$ cat src/hw/rtl/telnet_option_refuser_line_assembler_unit_assert.svh
// assertion macros for the telnet option refuser line assembler
// used by the top level only, no other dependencies
`ifndef TELNET_OPTION_REFUSER_LINE_ASSEMBLER_UNIT_ASSERT_SVH
`define TELNET_OPTION_REFUSER_LINE_ASSEMBLER_UNIT_ASSERT_SVH
`ifndef SYNTH
// concurrent check, disabled while reset is active
`define TORA_ASSERT(lbl, clk, rst_n, prop, msg) \
    lbl: assert property (@(posedge clk) disable iff (!(rst_n)) (prop)) else $error(msg);
// concurrent check, also active during reset
`define TORA_ASSERT_ALWAYS(lbl, clk, prop, msg) \
    lbl: assert property (@(posedge clk) (prop)) else $error(msg);
`else
`define TORA_ASSERT(lbl, clk, rst_n, prop, msg)
`define TORA_ASSERT_ALWAYS(lbl, clk, prop, msg)
`endif
`endif

$ cat src/hw/rtl/tora_pkg.sv
// shared types and constants for the telnet option refuser line assembler
// no dependencies
`timescale 1ns / 1ps
`default_nettype none
package tora_pkg;

    // telnet bytes
    localparam logic [7:0] BYTE_LF  = 8'h0a;
    localparam logic [7:0] BYTE_CR  = 8'h0d;
    localparam logic [7:0] CMD_IAC  = 8'd255;
    localparam logic [7:0] CMD_WILL = 8'd251;
    localparam logic [7:0] CMD_WONT = 8'd252;
    localparam logic [7:0] CMD_DO   = 8'd253;
    localparam logic [7:0] CMD_DONT = 8'd254;

    // result kinds
    localparam logic [1:0] KIND_CHAR  = 2'd0;
    localparam logic [1:0] KIND_EOL   = 2'd1;
    localparam logic [1:0] KIND_REPLY = 2'd2;

    // reply byte index
    localparam logic [1:0] REPLY_IDX_IAC  = 2'd0;
    localparam logic [1:0] REPLY_IDX_VERB = 2'd1;
    localparam logic [1:0] REPLY_IDX_OPT  = 2'd2;

    // one group of results caused by one received byte
    typedef struct packed {
        logic       is_reply;  // three reply bytes, else one line result
        logic [1:0] kind;
        logic [7:0] value;     // line character, or option for a reply
        logic [6:0] len;
        logic [7:0] verb;
    } t_grp;

endpackage
`default_nettype wire

$ cat src/hw/rtl/tora_if.sv
// valid/ready channel interfaces for received bytes and results
// depends on nothing
`timescale 1ns / 1ps
`default_nettype none
interface tora_in_if;
    logic       valid;
    logic       ready;
    logic [7:0] rx_byte;
    modport source (output valid, output rx_byte, input ready);
    modport sink (input valid, input rx_byte, output ready);
endinterface

interface tora_out_if;
    logic       valid;
    logic       ready;
    logic [1:0] kind;
    logic [7:0] value;
    logic [6:0] line_length;
    logic       last;
    modport source (output valid, output kind, output value, output line_length,
                    output last, input ready);
    modport sink (input valid, input kind, input value, input line_length,
                  input last, output ready);
endinterface
`default_nettype wire

$ cat src/hw/rtl/tora_parser.sv
// input register, telnet parse state and line position, result group decode
// depends on tora_pkg
`timescale 1ns / 1ps
`default_nettype none
module tora_parser
    import tora_pkg::*;
#(
    parameter int LINE_CAPACITY = 80
) (
    input  wire logic       i_clk,
    input  wire logic       i_rst_n,
    input  wire logic       i_valid,
    output logic            o_ready,
    input  wire logic [7:0] i_rx_byte,
    output logic            o_grp_valid,
    input  wire logic       i_grp_ready,
    output t_grp            o_grp
);

    localparam int PW = (LINE_CAPACITY > 2) ? $clog2(LINE_CAPACITY) : 1;

    localparam logic [2:0] MODE_NORMAL = 3'd0;
    localparam logic [2:0] MODE_IAC    = 3'd1;
    localparam logic [2:0] MODE_WILL   = 3'd2;
    localparam logic [2:0] MODE_WONT   = 3'd3;
    localparam logic [2:0] MODE_DO     = 3'd4;
    localparam logic [2:0] MODE_DONT   = 3'd5;

    logic          r_in_valid;
    logic [7:0]    r_in_byte;
    logic [2:0]    r_mode;
    logic [PW-1:0] r_pos;
    logic [2:0]    n_mode;
    logic [PW-1:0] n_pos;

    logic          d_has;
    t_grp          d_grp;
    logic [PW-1:0] d_pos;
    logic          has_out;
    t_grp          grp;
    logic          advance;

    // line rules for a data byte
    always_comb begin
        d_has          = 1'b1;
        d_grp          = '0;
        d_grp.is_reply = 1'b0;
        d_pos          = r_pos;
        if (r_in_byte == BYTE_CR) begin
            d_has = 1'b0;
        end else if (r_in_byte == BYTE_LF || r_pos >= PW'(LINE_CAPACITY - 1)) begin
            d_grp.kind = KIND_EOL;
            d_grp.len  = 7'(r_pos);
            d_pos      = '0;
        end else begin
            d_grp.kind  = KIND_CHAR;
            d_grp.value = r_in_byte;
            d_pos       = r_pos + PW'(1);
        end
    end

    always_comb begin
        has_out = 1'b0;
        grp     = d_grp;
        n_mode  = MODE_NORMAL;
        n_pos   = r_pos;
        case (r_mode)
            MODE_IAC: begin
                case (r_in_byte)
                    CMD_IAC: begin
                        has_out = d_has;
                        n_pos   = d_pos;
                    end
                    CMD_WILL: n_mode = MODE_WILL;
                    CMD_WONT: n_mode = MODE_WONT;
                    CMD_DO:   n_mode = MODE_DO;
                    CMD_DONT: n_mode = MODE_DONT;
                    default:  n_mode = MODE_NORMAL;
                endcase
            end
            MODE_WILL, MODE_WONT, MODE_DO, MODE_DONT: begin
                has_out      = 1'b1;
                grp          = '0;
                grp.is_reply = 1'b1;
                grp.kind     = KIND_REPLY;
                grp.value    = r_in_byte;
                grp.verb     = (r_mode inside {MODE_WILL, MODE_WONT}) ? CMD_DONT : CMD_WONT;
            end
            default: begin
                if (r_in_byte == CMD_IAC) begin
                    n_mode = MODE_IAC;
                end else begin
                    has_out = d_has;
                    n_pos   = d_pos;
                end
            end
        endcase
    end

    assign advance     = r_in_valid && (!has_out || i_grp_ready);
    assign o_ready     = !r_in_valid || advance;
    assign o_grp_valid = r_in_valid && has_out;
    assign o_grp       = grp;

    always_ff @(posedge i_clk) begin
        if (!i_rst_n) begin
            r_in_valid <= 1'b0;
            r_mode     <= MODE_NORMAL;
            r_pos      <= '0;
        end else begin
            if (i_valid && o_ready) begin
                r_in_valid <= 1'b1;
            end else if (advance) begin
                r_in_valid <= 1'b0;
            end
            if (advance) begin
                r_mode <= n_mode;
                r_pos  <= n_pos;
            end
        end
    end

    always_ff @(posedge i_clk) begin
        if (i_valid && o_ready) begin
            r_in_byte <= i_rx_byte;
        end
    end

endmodule
`default_nettype wire

$ cat src/hw/rtl/tora_emitter.sv
// result register: holds one result group and sends it out item by item
// depends on tora_pkg
`timescale 1ns / 1ps
`default_nettype none
module tora_emitter
    import tora_pkg::*;
(
    input  wire logic       i_clk,
    input  wire logic       i_rst_n,
    input  wire logic       i_grp_valid,
    output logic            o_grp_ready,
    input  wire t_grp       i_grp,
    output logic            o_valid,
    input  wire logic       i_ready,
    output logic [1:0]      o_kind,
    output logic [7:0]      o_value,
    output logic [6:0]      o_line_length,
    output logic            o_last
);

    logic       r_valid;
    logic [1:0] r_idx;
    t_grp       r_grp;
    logic       load;
    logic       xfer;

    always_comb begin
        if (r_grp.is_reply) begin
            o_kind        = KIND_REPLY;
            o_line_length = '0;
            o_last        = (r_idx == REPLY_IDX_OPT);
            case (r_idx)
                REPLY_IDX_IAC:  o_value = CMD_IAC;
                REPLY_IDX_VERB: o_value = r_grp.verb;
                default:        o_value = r_grp.value;
            endcase
        end else begin
            o_kind        = r_grp.kind;
            o_value       = r_grp.value;
            o_line_length = r_grp.len;
            o_last        = 1'b1;
        end
    end

    assign o_valid     = r_valid;
    assign xfer        = r_valid && i_ready;
    assign o_grp_ready = !r_valid || (xfer && o_last);
    assign load        = i_grp_valid && o_grp_ready;

    always_ff @(posedge i_clk) begin
        if (!i_rst_n) begin
            r_valid <= 1'b0;
            r_idx   <= REPLY_IDX_IAC;
        end else if (load) begin
            r_valid <= 1'b1;
            r_idx   <= REPLY_IDX_IAC;
        end else if (xfer) begin
            if (o_last) begin
                r_valid <= 1'b0;
            end else begin
                r_idx <= r_idx + 2'd1;
            end
        end
    end

    always_ff @(posedge i_clk) begin
        if (load) begin
            r_grp <= i_grp;
        end
    end

endmodule
`default_nettype wire

$ cat src/hw/rtl/telnet_option_refuser_line_assembler_unit.sv
// path: a received byte goes through the input register and then the result register
// throughput: one byte per cycle while results are taken; a negotiation reply holds
//   the result register until all three reply bytes have left, one at a time
// reset (synchronous, active low): parse mode normal, line position zero,
//   input and result registers empty
`timescale 1ns / 1ps
`default_nettype none
`include "telnet_option_refuser_line_assembler_unit_assert.svh"
module telnet_option_refuser_line_assembler_unit
    import tora_pkg::*;
#(
    parameter int LINE_CAPACITY = 80
) (
    input  wire logic  i_clk,
    input  wire logic  i_rst_n,
    tora_in_if.sink    i_in,
    tora_out_if.source o_out
);

    // handoff between the parse stage and the result register
    logic grp_valid;
    logic grp_ready;
    t_grp grp;

    // parse stage: input register, mode and line position, one decode per byte;
    // a byte that causes no result retires without touching the result register
    tora_parser #(
        .LINE_CAPACITY (LINE_CAPACITY)
    ) u_parser (
        .i_clk       (i_clk),
        .i_rst_n     (i_rst_n),
        .i_valid     (i_in.valid),
        .o_ready     (i_in.ready),
        .i_rx_byte   (i_in.rx_byte),
        .o_grp_valid (grp_valid),
        .i_grp_ready (grp_ready),
        .o_grp       (grp)
    );

    // result register: a line result leaves in one transfer, a reply
    // (iac, verb, option) in three; it refills in the cycle the last one leaves
    tora_emitter u_emitter (
        .i_clk         (i_clk),
        .i_rst_n       (i_rst_n),
        .i_grp_valid   (grp_valid),
        .o_grp_ready   (grp_ready),
        .i_grp         (grp),
        .o_valid       (o_out.valid),
        .i_ready       (o_out.ready),
        .o_kind        (o_out.kind),
        .o_value       (o_out.value),
        .o_line_length (o_out.line_length),
        .o_last        (o_out.last)
    );

    // end of line carries no character
    `TORA_ASSERT(a_eol_value_zero, i_clk, i_rst_n,
        o_out.valid && o_out.kind == KIND_EOL |-> o_out.value == 8'd0,
        "end of line with nonzero value")
    // line results are always the only result of their byte
    `TORA_ASSERT(a_line_is_last, i_clk, i_rst_n,
        o_out.valid && o_out.kind != KIND_REPLY |-> o_out.last,
        "line result without last")
    // a reply is never broken up: the next reply byte follows at once
    `TORA_ASSERT(a_reply_contiguous, i_clk, i_rst_n,
        o_out.valid && o_out.ready && o_out.kind == KIND_REPLY && !o_out.last
            |=> o_out.valid && o_out.kind == KIND_REPLY,
        "reply sequence broken")
    // nothing goes out in the first cycle after reset is released
    `TORA_ASSERT(a_reset_empty, i_clk, i_rst_n,
        !$past(i_rst_n) |-> !o_out.valid,
        "result valid after reset")

endmodule
`default_nettype wire
$ cat src/flat_wrapper.sv
// flat-port wrapper written by rule: the top's interface ports become plain ports
module telnet_option_refuser_line_assembler_unit_flat import tora_pkg::*;
#(
    parameter int LINE_CAPACITY = 80
)
  (i_clk, i_rst_n, i_in_valid, i_in_rx_byte, i_in_ready, o_out_valid, o_out_kind, o_out_value, o_out_line_length, o_out_last, o_out_ready);
  tora_in_if i_in_i ();
  tora_out_if o_out_i ();
  input  wire logic i_clk;
  input  wire logic i_rst_n;
  input wire logic [$bits(i_in_i.valid)-1:0] i_in_valid;
  input wire logic [$bits(i_in_i.rx_byte)-1:0] i_in_rx_byte;
  output wire logic [$bits(i_in_i.ready)-1:0] i_in_ready;
  output wire logic [$bits(o_out_i.valid)-1:0] o_out_valid;
  output wire logic [$bits(o_out_i.kind)-1:0] o_out_kind;
  output wire logic [$bits(o_out_i.value)-1:0] o_out_value;
  output wire logic [$bits(o_out_i.line_length)-1:0] o_out_line_length;
  output wire logic [$bits(o_out_i.last)-1:0] o_out_last;
  input wire logic [$bits(o_out_i.ready)-1:0] o_out_ready;
  assign i_in_i.valid = i_in_valid;
  assign i_in_i.rx_byte = i_in_rx_byte;
  assign i_in_ready = i_in_i.ready;
  assign o_out_valid = o_out_i.valid;
  assign o_out_kind = o_out_i.kind;
  assign o_out_value = o_out_i.value;
  assign o_out_line_length = o_out_i.line_length;
  assign o_out_last = o_out_i.last;
  assign o_out_i.ready = o_out_ready;
  telnet_option_refuser_line_assembler_unit #(.LINE_CAPACITY(LINE_CAPACITY)) u_core (.i_clk(i_clk), .i_rst_n(i_rst_n), .i_in(i_in_i), .o_out(o_out_i));
endmodule
$ cat config.mk
export PLATFORM = sky130hd
export DESIGN_NAME = telnet_option_refuser_line_assembler_unit_flat
export DESIGN_NICKNAME = d
export VERILOG_FILES = /design/src/hw/rtl/tora_pkg.sv /design/src/hw/rtl/tora_if.sv /design/src/hw/rtl/tora_parser.sv /design/src/hw/rtl/tora_emitter.sv /design/src/hw/rtl/telnet_option_refuser_line_assembler_unit.sv /design/src/flat_wrapper.sv
export VERILOG_INCLUDE_DIRS = /design/src /design/src/hw/rtl
export SDC_FILE = /design/constraint.sdc
export NUM_CORES = 1
export LEC_CHECK = 0
export BUFFER_PORTS_ARGS = -buffer_cell sky130_fd_sc_hd__buf_2
export CORE_MARGIN = 2
export CORE_UTILIZATION = 57
export DETAILED_ROUTE_END_ITERATION = 10
export PLACE_DENSITY = 0.92
export SYNTH_ARGS = -nofsm -noshare
export SYNTH_HDL_FRONTEND = slang
export SYNTH_SLANG_ARGS = --single-unit
export TNS_END_PERCENT = 10
$ cat constraint.sdc
create_clock -name i_clk -period 3.8 [get_ports i_clk]
set_input_delay 0.76 -clock i_clk [delete_from_list [all_inputs] [get_ports i_clk]]
set_output_delay 0.76 -clock i_clk [all_outputs]
set_load 0.05 [all_outputs]
# Word-level counts from Yosys, hierarchy flattened

Index checks and enable logic that the tools add are counted.

Add/sub/neg operators: 2
Magnitude comparators: 1
Eq/ne operators: 16
Muxes and demuxes: 28
Bitwise gates (word level): 4
Reduce and logical (&&, ||, !) cells: 25

Operator list:

| operator                                       | count |
|---|---|
| two-way mux 7 bit                              | 6 |
| == test 8 bit (second input constant)          | 5 |
| two-way mux 26 bit                             | 1 |
| == test 8 x 4 -> 1 bit (second input constant) | 2 |
| two-way mux 16 bit                             | 1 |
| two-way mux 8 bit                              | 2 |
| case mux 8 bit (2 select lines)                | 1 |
| case mux 7 bit (2 select lines)                | 1 |
| case mux 3 bit (4 select lines)                | 1 |
| two-way mux 1 bit                              | 11 |
| nonzero test 2 bit                             | 4 |
| adder 7 x 1 -> 7 bit (second input constant)   | 1 |
| >= comparator 7 bit (second input constant)    | 1 |
| == test 3 x 2 -> 1 bit (second input constant) | 2 |
| == test 3 bit (second input constant)          | 2 |
| logical AND 1 bit                              | 6 |
| case mux 3 bit (2 select lines)                | 1 |
| OR reduction 6 bit                             | 1 |
| OR reduction 5 bit                             | 1 |
| logical OR 1 bit                               | 4 |
| two-way mux 2 bit                              | 2 |
| NOT 1 bit                                      | 4 |
| AND reduction 2 bit                            | 2 |
| AND reduction 4 bit                            | 1 |
| 11 further kinds                               | 13 |

Bits in registers: 48
Output and inout port bits: 20
Logic and storage cells: 88

# Longest topological paths before layout

Gate-level depths: netlist of run 1.

Word-level depth: 10
Depth in mapped cells: 8
Mapped depth without buffers: 8

# Modules after synthesis

A second synthesis of run 1 with hierarchy kept.

Cells, all modules: 220
Area, all modules: 2526.2 sq um

By module, submodules not included:

| module       | instances | cells an instance | area an instance (sq um) | seq. area each (sq um) |
|---|---|---|---|---|
| tora_parser  | 1         | 142               | 1297.5                   | 460.4 |
| tora_emitter | 1         | 78                | 1228.7                   | 840.8 |

# Worst setup path after synthesis of run 1

No wires, ideal clock.

Kind: register -> output
Start point: register u_core.u_parser.r_in_byte[7]
End point: output port i_in_ready
Arrival time: 2.062 ns
Slack: 0.978 ns
Cell stages (with the launch flop): 6
Path buffers: 0
Cell sequence: edfxtp_1 -> or4_4 -> a21o_2 -> a211o_2 -> o21ai_2 -> or2_2

Word-level cells in the longest chain between the ends: 8
Elaborated cells between the ends (all ways): 10
Classes of those cells: 2 x eq/ne; 4 x mux; 4 x reduce/logical

RTL lines:

| element                                     | line                                 | RTL |
|---|---|---|
| start: declaration                          | tora_parser.sv:30                    | `logic [7:0] r_in_byte;` |
| start signal: assignment                    | tora_parser.sv:125                   | `r_in_byte <= i_rx_byte;` |
| == test 8 x 4 -> 1 bit                      | tora_parser.sv:49                    | `if (r_in_byte == BYTE_CR) begin` |
| two-way mux 1 bit                           | tora_parser.sv:49                    |  |
| two-way mux 1 bit, on equally long branches | tora_parser.sv:90, tora_parser.sv:69 |  |
| case mux 1 bit (2 select lines) *           | tora_parser.sv:67                    | `case (r_mode)` |
| logical NOT 1 bit *                         | tora_parser.sv:100                   | `assign advance = r_in_valid && (!has_out \|\| i_grp_ready);` |
| logical OR 1 bit *                          | tora_parser.sv:100                   |  |
| logical AND 1 bit *                         | tora_parser.sv:100                   |  |
| logical OR 1 bit *                          | tora_parser.sv:101                   | `assign o_ready = !r_in_valid \|\| advance;` |
| end: declaration                            | flat_wrapper.sv:13                   | `output wire logic [$bits(i_in_i.ready)-1:0] i_in_ready;` |

Mark *: on every way between the ends. The rest lies on a longest branch, timed or not.

# Worst setup path after layout of run 1

Ends and elaborated chain as after synthesis.

==> results by group, run 1 <==
Status
  • Outcome: finished clean

Detailed routing
  • Vias after detailed routing: 1680
  • Vias per inst: roughly 6.0
  • DRC errors left: 0
  • Final routed wirelength across all metal layers: 4.114 mm
  • Final ANT Viol Nets: 0
  • Length of the first detailed-routing pass in iterations: 4
  • Count of routing violations after the opening detailed-route iteration: 104
  • Post-DR wirelength/cell: between 10 and 15 microns

Timing
  • Final count of hold timing violations: 0
  • Time the worst path needs with I/O delays and setup: ~3.4 ns
  • Period utilisation layout: between 80% and 90%
  • Setup clock skew after layout: roughly 0.013 ns
  • Slew Limit Fails: 0
  • Setup violations, final: 0
  • Setup repair after global routing missed its margin: no
  • Slew @ Worst Pin: ~0.73 ns
  • TNS Setup: 0 ns
  • Maximum clock rate: 295.9 MHz
  • Relative max-transition margin: between 50% and 60%

Global routing
  • GRT Resource Usage Total: a little over a fifth
  • Total grt overflow: 0
  • Initial antenna violation count: 0
  • Global-route wire length before repair: ~7 mm
  • Number of global-route vias before repair: approximately 1400
  • Pin count of the biggest net entering global routing: 21

Yosys
  • Cell count after synthesis: 203
  • Synth warnings: 0
  • Post-Synthesis Net Count: between 200 and 250
  • Number of flops mapped to enable cells by yosys: 28
  • Mapped Area: 0.002227 sq mm
  • Sequential area share after synthesis: 50.34%
  • Number of synthesized register bits: 42
  • Post-synthesis cell type count: 49
  • Mean post-synth cell area: between 10 and 15 sq um
  • Flip-flop cell with the highest count after synthesis: sky130_fd_sc_hd__edfxtp_1
  • Post-synthesis async set-or-reset flop share: 0%

Final layout
  • Post-Route Utilization: 67.78%
  • Footprint of the flip-flops and latches: 0.001121 sq mm
  • Number of diodes: 0
  • Finished Layout Cells: 281
  • Multi-input combinational cell area: roughly 1000 sq um
  • Most common cell after layout, fill and taps aside: sky130_fd_sc_hd__buf_2
  • Highest-count cells in the layout ignoring fill and taps: 31 x sky130_fd_sc_hd__buf_2, 28 x sky130_fd_sc_hd__edfxtp_1, 14 x sky130_fd_sc_hd__nand2_1, 14 x sky130_fd_sc_hd__and2_1, 14 x sky130_fd_sc_hd__dfxtp_1
  • Count of nets after finishing: 250
  • Layout-stage area growth over the synthesis result: 13.09%
  • Fill cell count: 285
  • Layout cell share with drive strength beyond 1: approximately a quarter

Floorplanning
  • Overall die area: between 0.004 and 0.005 sq mm
  • Chip height: between 60 and 70 microns
  • Number of I/O pins: 32
  • Area of the core: approximately 0.0037 sq mm
  • Effective utilization at floorplan: 59.93%
  • Die boundary width: roughly 67 microns
  • Count of standard-cell rows: 22

Setup path
  • R2R depth: 5
  • Type of destination of the critical path: output pin
  • Arrival time of the worst setup path: 2.62 ns
  • CP Class: register to output pin
  • Max FO, Critical Path: 7
  • CP Launch Point: u_core.u_parser.r_in_byte[7]$_DFFE_PP_
  • Slack of the worst reg-to-reg path: between 1 and 1.5 ns
  • CP max-delay cell: sky130_fd_sc_hd__or4_4
  • Highest cell delay on the worst timing path: 0.59 ns
  • Worst-path cell chain: or4_4, a21o_2, a211o_2, o21ai_2, or2_2, buf_2
  • R2R Path End: u_core.u_parser.r_in_byte[3]$_DFFE_PP_
  • Required time at the worst-slack endpoint: just over 3 ns
  • Beginning of the worst register-to-register path: u_core.u_parser.r_in_byte[7]$_DFFE_PP_
  • Endpoint of the worst setup timing path: i_in_ready
  • Worst Setup Start Kind: register

Clock network
  • Buffer cell driving the clock tree root: sky130_fd_sc_hd__clkbuf_8
  • Number of levels in the clock H-tree: 2
  • Clock-pin slew on the worst setup and hold paths: 0.08 ns
  • CTS tree: built
  • Post-CTS sizing: 0
  • Buffers inserted by post-CTS timing repair: 0
  • Post-CTS Hold Fix Bufs: 0
  • Clock latency on the worst-skew pair: roughly 0.3 ns
  • Clock buffers created by TritonCTS: 5
  • Clock tree sinks: between 40 and 50
  • Maximum clock insertion buffer count: 2

Job
  • Number of maximum-capacitance constraint violations: 0

Placed design
  • Routability Congestion: between 0.9 and 1
  • Cells after DPL: ~270
  • Count of buffers from port buffering: 31
  • Final HPWL DP: slightly below 3 mm

Pwr
  • Maximum vdd drop: roughly 0.0004 V
  • Pwr/cell area: 415.0 mW/mm^2
  • Total leakage power: slightly below 0.001 uW

Min path
  • Number of cells on the worst hold path: 1
  • Class of the worst hold path: register to register
## where the power goes
part           switching, uW  internal, uW  leakage, uW
registers               15.7           507     0.000381
logic                   75.8          33.6     0.000525
clock network            150           263    0.0000683
total                    242           803     0.000974
## worst min path at each step
stage | from | end | slack, ns
finish | u_core.u_parser.r_mode[0]$_SDFFE_PN0P_ | u_core.u_parser.r_mode[0]$_SDFFE_PN0P_ | 0.48
floorplan | u_core.u_parser.r_mode[0]$_SDFFE_PN0P_ | u_core.u_parser.r_mode[0]$_SDFFE_PN0P_ | 0.43
detailed placement | u_core.u_parser.r_mode[0]$_SDFFE_PN0P_ | u_core.u_parser.r_mode[0]$_SDFFE_PN0P_ | 0.45
global route | u_core.u_parser.r_mode[0]$_SDFFE_PN0P_ | u_core.u_parser.r_mode[0]$_SDFFE_PN0P_ | 0.49
CTS | u_core.u_parser.r_mode[0]$_SDFFE_PN0P_ | u_core.u_parser.r_mode[0]$_SDFFE_PN0P_ | 0.48
global placement | u_core.u_parser.r_mode[0]$_SDFFE_PN0P_ | u_core.u_parser.r_mode[0]$_SDFFE_PN0P_ | 0.44
## synthesized netlist by cell type, types with 6 or more instances
master                     number  area share, %
sky130_fd_sc_hd__and2_1        14            3.9
sky130_fd_sc_hd__dfxtp_1       14             13
sky130_fd_sc_hd__edfxtp_1      28             38
sky130_fd_sc_hd__ha_1           6            3.4
sky130_fd_sc_hd__inv_1         11            1.9
sky130_fd_sc_hd__nand2_1       14            2.4
sky130_fd_sc_hd__nand3_1        6            1.3
sky130_fd_sc_hd__nand4_1        6            1.7
sky130_fd_sc_hd__nor2b_1       11            3.1
sky130_fd_sc_hd__o21a_1         7            2.4
sky130_fd_sc_hd__o21ai_0       10            2.2
sky130_fd_sc_hd__o22a_1         8            3.1
## worst max-delay path, delay by kind of cell, from the launching register on
kind / cells / cell delay, ns
AOI/OAI and AO/OA: 3 / 0.91
and+or+nand+nor: 2 / 0.75
buffers and inverters: 1 / 0.25
DFF: 1 / 0.41
## state kept, by name, indices dropped and copies added, names as in the netlist
register                    cells
u_core.u_emitter.r_grp         20
u_core.u_parser.r_mode          3
u_core.u_parser.r_in_byte       8
u_core.u_emitter.o_valid        1
u_core.u_parser.r_pos           7
u_core.u_emitter.r_idx          2
u_core.u_parser.r_in_valid      1
## kinds of logic (layout without fill, tap and decap cells)
logic type	count (synthesis)	count (layout)	share of synthesized area, %
AND/OR/NAND/NOR	75	75	20.73
AO/OA/AOI/OAI	54	54	18.48
flip-flops	42	42	50.34
buffers and inverters	21	51	4.944
adder cells (fa/ha/maj)	6	6	3.371
XOR/XNOR	3	3	1.180
multiplexers	2	2	0.9550
## metal layers
metal / wire (microns) / global-route usage (%)
met1: 1760 / 26.67
met2: 2005 / 33.50
met3: 255 / 5.405
met4: 93 / 9.184
met5: 0 / 0
## layout make-up
cell class / count / area share (%)
well taps: 48 / 2.384
repair buffers: 32 / 6.458
flip-flops and latches: 42 / 44.51
clock inverters: 3 / 2.732
multi-input cells: 140 / 39.54
clock buffers: 5 / 2.732
inverters: 11 / 1.639
## stage by stage
step	total power, uW	hold slack, ns	area [sq um]	setup slack, ns
after floorplan	617.3	0.4328	2227	0.9783
after global placement	639.1	0.4433	2381	0.7853
after detailed placement	641.5	0.4473	2381	0.7562
after CTS	1051	0.4764	2519	0.4261
after global routing	1082	0.4946	2519	0.3252
final	1045	0.4791	2519	0.4199
Note: power is estimated with default switching activity, not from simulation.
==> inputs of run 2 (changes only) <==
Settings changed: CELL_PAD_IN_SITES_DETAIL_PLACEMENT set to 2, CELL_PAD_IN_SITES_GLOBAL_PLACEMENT set to 2, CORE_UTILIZATION 57 to 37, PLACE_DENSITY 0.92 to 0.91.
==> results by group, run 2 (synthesis gave the netlist of run 1 again) <==
Detailed routing
  • Vias per inst: 5.591
  • Post-DR wirelength/cell: between 15 and 20 microns
  • Final routed wirelength across all metal layers: 6.080 mm
  • Final ANT Viol Nets: 0
  • Length of the first detailed-routing pass in iterations: 4
  • Count of routing violations after the opening detailed-route iteration: 92
  • DRC errors left: 0
  • Vias after detailed routing: about 1700

Floorplanning
  • Die boundary width: ~80 microns
  • Overall die area: around 0.0067 sq mm
  • Chip height: around 82 microns
  • Effective utilization at floorplan: between 30% and 40%
  • Area of the core: between 0.005 and 0.006 sq mm
  • Count of standard-cell rows: 28
  • Number of I/O pins: 32

Timing
  • TNS Setup: 0 ns
  • Setup repair after global routing missed its margin: no
  • Relative max-transition margin: around two fifths
  • Setup clock skew after layout: ~0.0067 ns
  • Time the worst path needs with I/O delays and setup: between 3 and 4 ns
  • Slew Limit Fails: 0
  • Final count of hold timing violations: 0
  • Maximum clock rate: 291.2 MHz
  • Minimum hold slack: just under 0.5 ns
  • Period utilisation layout: 90.38%
  • Setup violations, final: 0
  • Slew @ Worst Pin: 0.8696 ns

Final layout
  • Reg with most FFs: u_core.u_emitter.r_grp
  • Largest registers: u_core.u_emitter.r_grp (20), u_core.u_parser.r_in_byte (8), u_core.u_parser.r_pos (7)
  • Max reg flops: 20
  • Number of diodes: 0
  • Layout cell share with drive strength beyond 1: 24.46%
  • Layout-stage area growth over the synthesis result: 13.65%
  • Post-Route Utilization: a little over two fifths
  • Count of nets after finishing: 250
  • Highest-count cells in the layout ignoring fill and taps: 31 x sky130_fd_sc_hd__buf_2, 28 x sky130_fd_sc_hd__edfxtp_1, 14 x sky130_fd_sc_hd__nand2_1, 14 x sky130_fd_sc_hd__and2_1, 14 x sky130_fd_sc_hd__dfxtp_1
  • Finished Layout Cells: approximately 310
  • Most common cell after layout, fill and taps aside: sky130_fd_sc_hd__buf_2

Clock network
  • Buffers inserted by post-CTS timing repair: 0
  • Clock-pin slew on the worst setup and hold paths: roughly 0.080 ns
  • Post-CTS sizing: 0
  • Maximum clock insertion buffer count: 2
  • Clock latency on the worst-skew pair: 0.30 ns
  • Number of levels in the clock H-tree: 2
  • Clock buffers created by TritonCTS: 5
  • CTS tree: built
  • Buffer cell driving the clock tree root: sky130_fd_sc_hd__clkbuf_8
  • Clock tree sinks: 42
  • Post-CTS Hold Fix Bufs: 0

Setup path
  • Arrival time of the worst setup path: between 2 and 3 ns
  • Worst Setup Start Kind: register
  • Type of destination of the critical path: output pin
  • Max FO, Critical Path: 7
  • Required time at the worst-slack endpoint: between 3 and 4 ns
  • CP Class: register to output pin

Job
  • Number of maximum-capacitance constraint violations: 0

Placed design
  • Routability Congestion: between 0.7 and 0.8
  • Cells after DPL: 300
  • Final HPWL DP: about 4.4 mm
  • Count of buffers from port buffering: 31

Global routing
  • Global-route wire length before repair: between 9 and 10 mm
  • GRT Resource Usage Total: 19.62%
  • Pin count of the biggest net entering global routing: 21
  • Number of global-route vias before repair: around 1800
  • Initial antenna violation count: 0
  • Total grt overflow: 0

Pwr
  • Total leakage power: ~0.00096 uW
  • Proportion of total power due to net switching: between 20% and 30%
  • Maximum vdd drop: between 0.0001 and 0.00015 V
  • Switching pwr: ~260 uW
  • Share of total power in the clock network: ~37%
  • Seq pwr share: a little over half
  • Gate power share: about 11%
  • Internal power: around 750 uW
  • Pwr/cell area: 399.2 mW/mm^2

Min path
  • Class of the worst hold path: register to register

Status
  • Outcome: finished clean
-- run 2: final cells by class --
type / count / area [sq um]
timing repair buffer: 32 / 162.7
clock buffer: 7 / 86.33
tap: 75 / 93.84
fill: 632 / 3354
clock inverter: 1 / 30.03
sequential: 42 / 1121
inverter: 11 / 41.29
multi-input combinational: 140 / 996.0
-- run 2: path summary, 6_finish.rpt --
check | cells after the start | end | startpoint | slack (ns)
worst max-delay path | 6 | i_in_ready | u_core.u_parser.r_in_byte[7]$_DFFE_PP_ | 0.37
worst min-delay path | 1 | u_core.u_parser.r_mode[0]$_SDFFE_PN0P_ | u_core.u_parser.r_mode[0]$_SDFFE_PN0P_ | 0.48
worst max register to register | 5 | u_core.u_parser.r_in_byte[5]$_DFFE_PP_ | u_core.u_parser.r_in_byte[7]$_DFFE_PP_ | 1.13
worst min register to register | 1 | u_core.u_parser.r_mode[0]$_SDFFE_PN0P_ | u_core.u_parser.r_mode[0]$_SDFFE_PN0P_ | 0.48
-- run 2: critical path, stage by stage, from the launching register on --
cell	delay, ns
sky130_fd_sc_hd__edfxtp_1	0.41
sky130_fd_sc_hd__or4_4	0.59
sky130_fd_sc_hd__a21o_2	0.25
sky130_fd_sc_hd__a211o_2	0.39
sky130_fd_sc_hd__o21ai_2	0.30
sky130_fd_sc_hd__or2_2	0.18
sky130_fd_sc_hd__buf_2	0.25
-- run 2: per-layer routing --
metal,track usage [%],share of wire [%],up-vias
li1,-,-,815
met3,3.846,3.5,8
met1,23.39,44,859
met2,35.74,51,40
met4,5.667,1.4,0
met5,0,0,-
-- run 2: power groups by stage --
stage          registers (uW)  logic, uW  clock network (uW)
6_report                  526        115                 370
3_3_place_gp              533        110                   0
2_1_floorplan             528       89.5                   0
5_1_grt                   529        123                 395
3_5_place_dp              536        114                   0
4_1_cts                   526        116                 375
-- run 2: stage by stage --
stage / total power [uW] / setup slack (ns) / area [sq um]
floorplan: 617.3 / 0.9783 / 2227
global placement: 642.3 / 0.7839 / 2415
detailed placement: 649.7 / 0.7217 / 2415
CTS: 1016 / 0.3525 / 2531
global route: 1047 / 0.2531 / 2531
finish: 1010 / 0.3657 / 2531
==> inputs of run 3 (changes only) <==
--- a/config.mk
+++ b/config.mk
@@ -11,7 +11,8 @@
 export CELL_PAD_IN_SITES_GLOBAL_PLACEMENT = 2
 export CORE_MARGIN = 2
-export CORE_UTILIZATION = 37
+export CORE_UTILIZATION = 38
+export CTS_BUF_LIST = sky130_fd_sc_hd__clkbuf_4
 export DETAILED_ROUTE_END_ITERATION = 10
-export PLACE_DENSITY = 0.91
+export PLACE_DENSITY = 0.93
 export SYNTH_ARGS = -nofsm -noshare
 export SYNTH_HDL_FRONTEND = slang
==> constraint.sdc (replaced) <==
create_clock -name i_clk -period 3.8 [get_ports i_clk]
set_input_delay 0.38 -clock i_clk [delete_from_list [all_inputs] [get_ports i_clk]]
set_output_delay 0.38 -clock i_clk [all_outputs]
set_load 0.05 [all_outputs]
==> results by group, run 3 (synthesis gave the netlist of run 1 again) <==
Global routing
  • Number of global-route vias before repair: around 1800
  • Initial antenna violation count: 0
  • GR met2 Demand/Resource: about a third
  • Most congested layer reported by global routing: met2
  • GR Layer Usage met1: a little under a quarter
  • Global-route wire length before repair: ~9.4 mm
  • Global-route met3 utilization: about 4.2%
  • Pin count of the biggest net entering global routing: 21
  • Total grt overflow: 0
  • GRT Resource Usage Total: around a fifth

Final layout
  • Number of diodes: 0
  • Reg with most FFs: u_core.u_emitter.r_grp
  • Highest-count cells in the layout ignoring fill and taps: 31 x sky130_fd_sc_hd__buf_2, 28 x sky130_fd_sc_hd__edfxtp_1, 14 x sky130_fd_sc_hd__nand2_1, 14 x sky130_fd_sc_hd__and2_1, 14 x sky130_fd_sc_hd__dfxtp_1
  • Fill cell count: slightly below 600
  • Multi-input combinational cell area: 996.0 sq um
  • Layout-stage area growth over the synthesis result: 11.80%
  • Largest registers: u_core.u_emitter.r_grp (20), u_core.u_parser.r_in_byte (8), u_core.u_parser.r_pos (7)
  • Max reg flops: 20
  • Count of nets after finishing: roughly 250
  • Footprint of the flip-flops and latches: ~0.0011 sq mm
  • Layout cell share with drive strength beyond 1: about a quarter
  • Most common cell after layout, fill and taps aside: sky130_fd_sc_hd__buf_2

Clock network
  • Buffer cell driving the clock tree root: sky130_fd_sc_hd__clkbuf_4
  • Clock-pin slew on the worst setup and hold paths: 0.11 ns
  • Post-CTS Hold Fix Bufs: 0
  • Buffers inserted by post-CTS timing repair: 0
  • Maximum clock insertion buffer count: 2
  • Clock latency on the worst-skew pair: 0.35 ns
  • CTS tree: built
  • Clock buffers created by TritonCTS: 5
  • Number of levels in the clock H-tree: 2
  • Clock tree sinks: between 40 and 50
  • Post-CTS sizing: 0

Detailed routing
  • Final ANT Viol Nets: 0
  • Count of routing violations after the opening detailed-route iteration: 74
  • Final routed wirelength across all metal layers: slightly below 6 mm
  • DRC errors left: 0
  • Length of the first detailed-routing pass in iterations: 4
  • Post-DR wirelength/cell: about 19 microns
  • Vias after detailed routing: roughly 1700
  • Vias per inst: 5.600

Pwr
  • Total leakage power: between 0.0009 and 0.001 uW
  • Internal power: 673.8 uW
  • Switching pwr: 244.3 uW
  • Pwr/cell area: 368.7 mW/mm^2
  • Proportion of total power due to net switching: 26.61%
  • Share of total power in the clock network: a little under a third
  • Gate power share: 12.5%
  • Seq pwr share: a little under three fifths
  • Maximum vdd drop: ~0.00013 V

Timing
  • Period utilisation layout: between 80% and 90%
  • TNS Setup: 0 ns
  • Setup clock skew after layout: ~0.011 ns
  • Worst path setup slack after routing: around 0.63 ns
  • Time the worst path needs with I/O delays and setup: ~3.2 ns
  • Final count of hold timing violations: 0
  • Maximum clock rate: around 320 MHz
  • Setup violations, final: 0
  • Relative max-transition margin: 42.20%
  • Slew @ Worst Pin: between 0.8 and 0.9 ns
  • Setup repair after global routing missed its margin: no
  • Slew Limit Fails: 0

Floorplanning
  • Area of the core: 0.005574 sq mm
  • Chip height: 80.56 microns
  • Number of I/O pins: 32
  • Effective utilization at floorplan: ~40%
  • Count of standard-cell rows: 27
  • Overall die area: approximately 0.0065 sq mm
  • Die boundary width: 80.56 microns

Status
  • Outcome: finished clean

Setup path
  • Worst Setup Start Kind: register
  • Type of destination of the critical path: output pin
  • CP max-delay cell: sky130_fd_sc_hd__or4_4
  • Highest cell delay on the worst timing path: between 0.5 and 0.6 ns
  • Arrival time of the worst setup path: 2.79 ns
  • Required time at the worst-slack endpoint: about 3.4 ns
  • Max FO, Critical Path: 7
  • Worst-path cell chain: or4_4, a21o_2, a211o_2, o21ai_2, or2_2, buf_2
  • CP Class: register to output pin

Placed design
  • Count of buffers from port buffering: 31
  • Pre-CTS WS: between 1 and 1.5 ns
  • Routability Congestion: ~0.82
  • Final HPWL DP: between 4 and 5 mm

Min path
  • Class of the worst hold path: input pin to register

Job
  • Number of maximum-capacitance constraint violations: 0
run 3: power groups by stage:
stage	logic [uW]	clock network, uW	registers (uW)
6_report	115	278	525
3_5_place_dp	115	0	535
3_3_place_gp	110	0	533
5_1_grt	124	309	528
2_1_floorplan	89.5	0	528
4_1_cts	116	289	525
run 3: path summary, 6_finish.rpt:
kind,from,end,slack (ns),depth (start not counted)
worst max-delay path,u_core.u_parser.r_in_byte[7]$_DFFE_PP_,i_in_ready,0.63,6
worst min-delay path,i_in_rx_byte[2],u_core.u_parser.r_in_byte[2]$_DFFE_PP_,0.20,1
worst min register to register,u_core.u_parser.r_mode[0]$_SDFFE_PN0P_,u_core.u_parser.r_mode[0]$_SDFFE_PN0P_,0.47,1
worst max register to register,u_core.u_parser.r_in_byte[7]$_DFFE_PP_,u_core.u_parser.r_in_byte[6]$_DFFE_PP_,1.08,5
run 3: cell type report:
| type | count | area share (%) |
|---|---|---|
| clock buffers | 5 | 1.508 |
| clock inverters | 2 | 1.357 |
| flip-flops and latches | 42 | 45.03 |
| well taps | 72 | 3.618 |
| multi-input cells | 140 | 40.00 |
| repair buffers | 33 | 6.834 |
| inverters | 11 | 1.658 |
run 3: critical path: cells and delay by family (launching register included):
kind | cells | cell delay (ns)
AO/OA/AOI/OAI | 3 | 0.99
buffers and inverters | 1 | 0.25
flip-flops | 1 | 0.44
AND/OR/NAND/NOR | 2 | 0.77
run 3: stage by stage:
| step | total power (uW) | hold WS, ns | cell area, sq um | instances | utilization [%] |
|---|---|---|---|---|---|
| finish | 918.0 | 0.2006 | 2490 | 305 | 44.67 |
| global route | 961.9 | 0.1677 | 2490 | 305 | 44.67 |
| floorplan | 617.3 | 0.4328 | 2227 | 203 | - |
| detailed placement | 650.5 | 0.4502 | 2419 | 298 | 43.39 |
| global placement | 642.6 | 0.4461 | 2419 | 298 | 43.39 |
| CTS | 930.0 | 0.1798 | 2490 | 305 | 44.67 |
run 3: layer usage:
metal,share of wire [%],up-vias
met5,0,-
met4,1.5,0
met3,3.2,8
met2,50,34
met1,45,851
li1,-,815
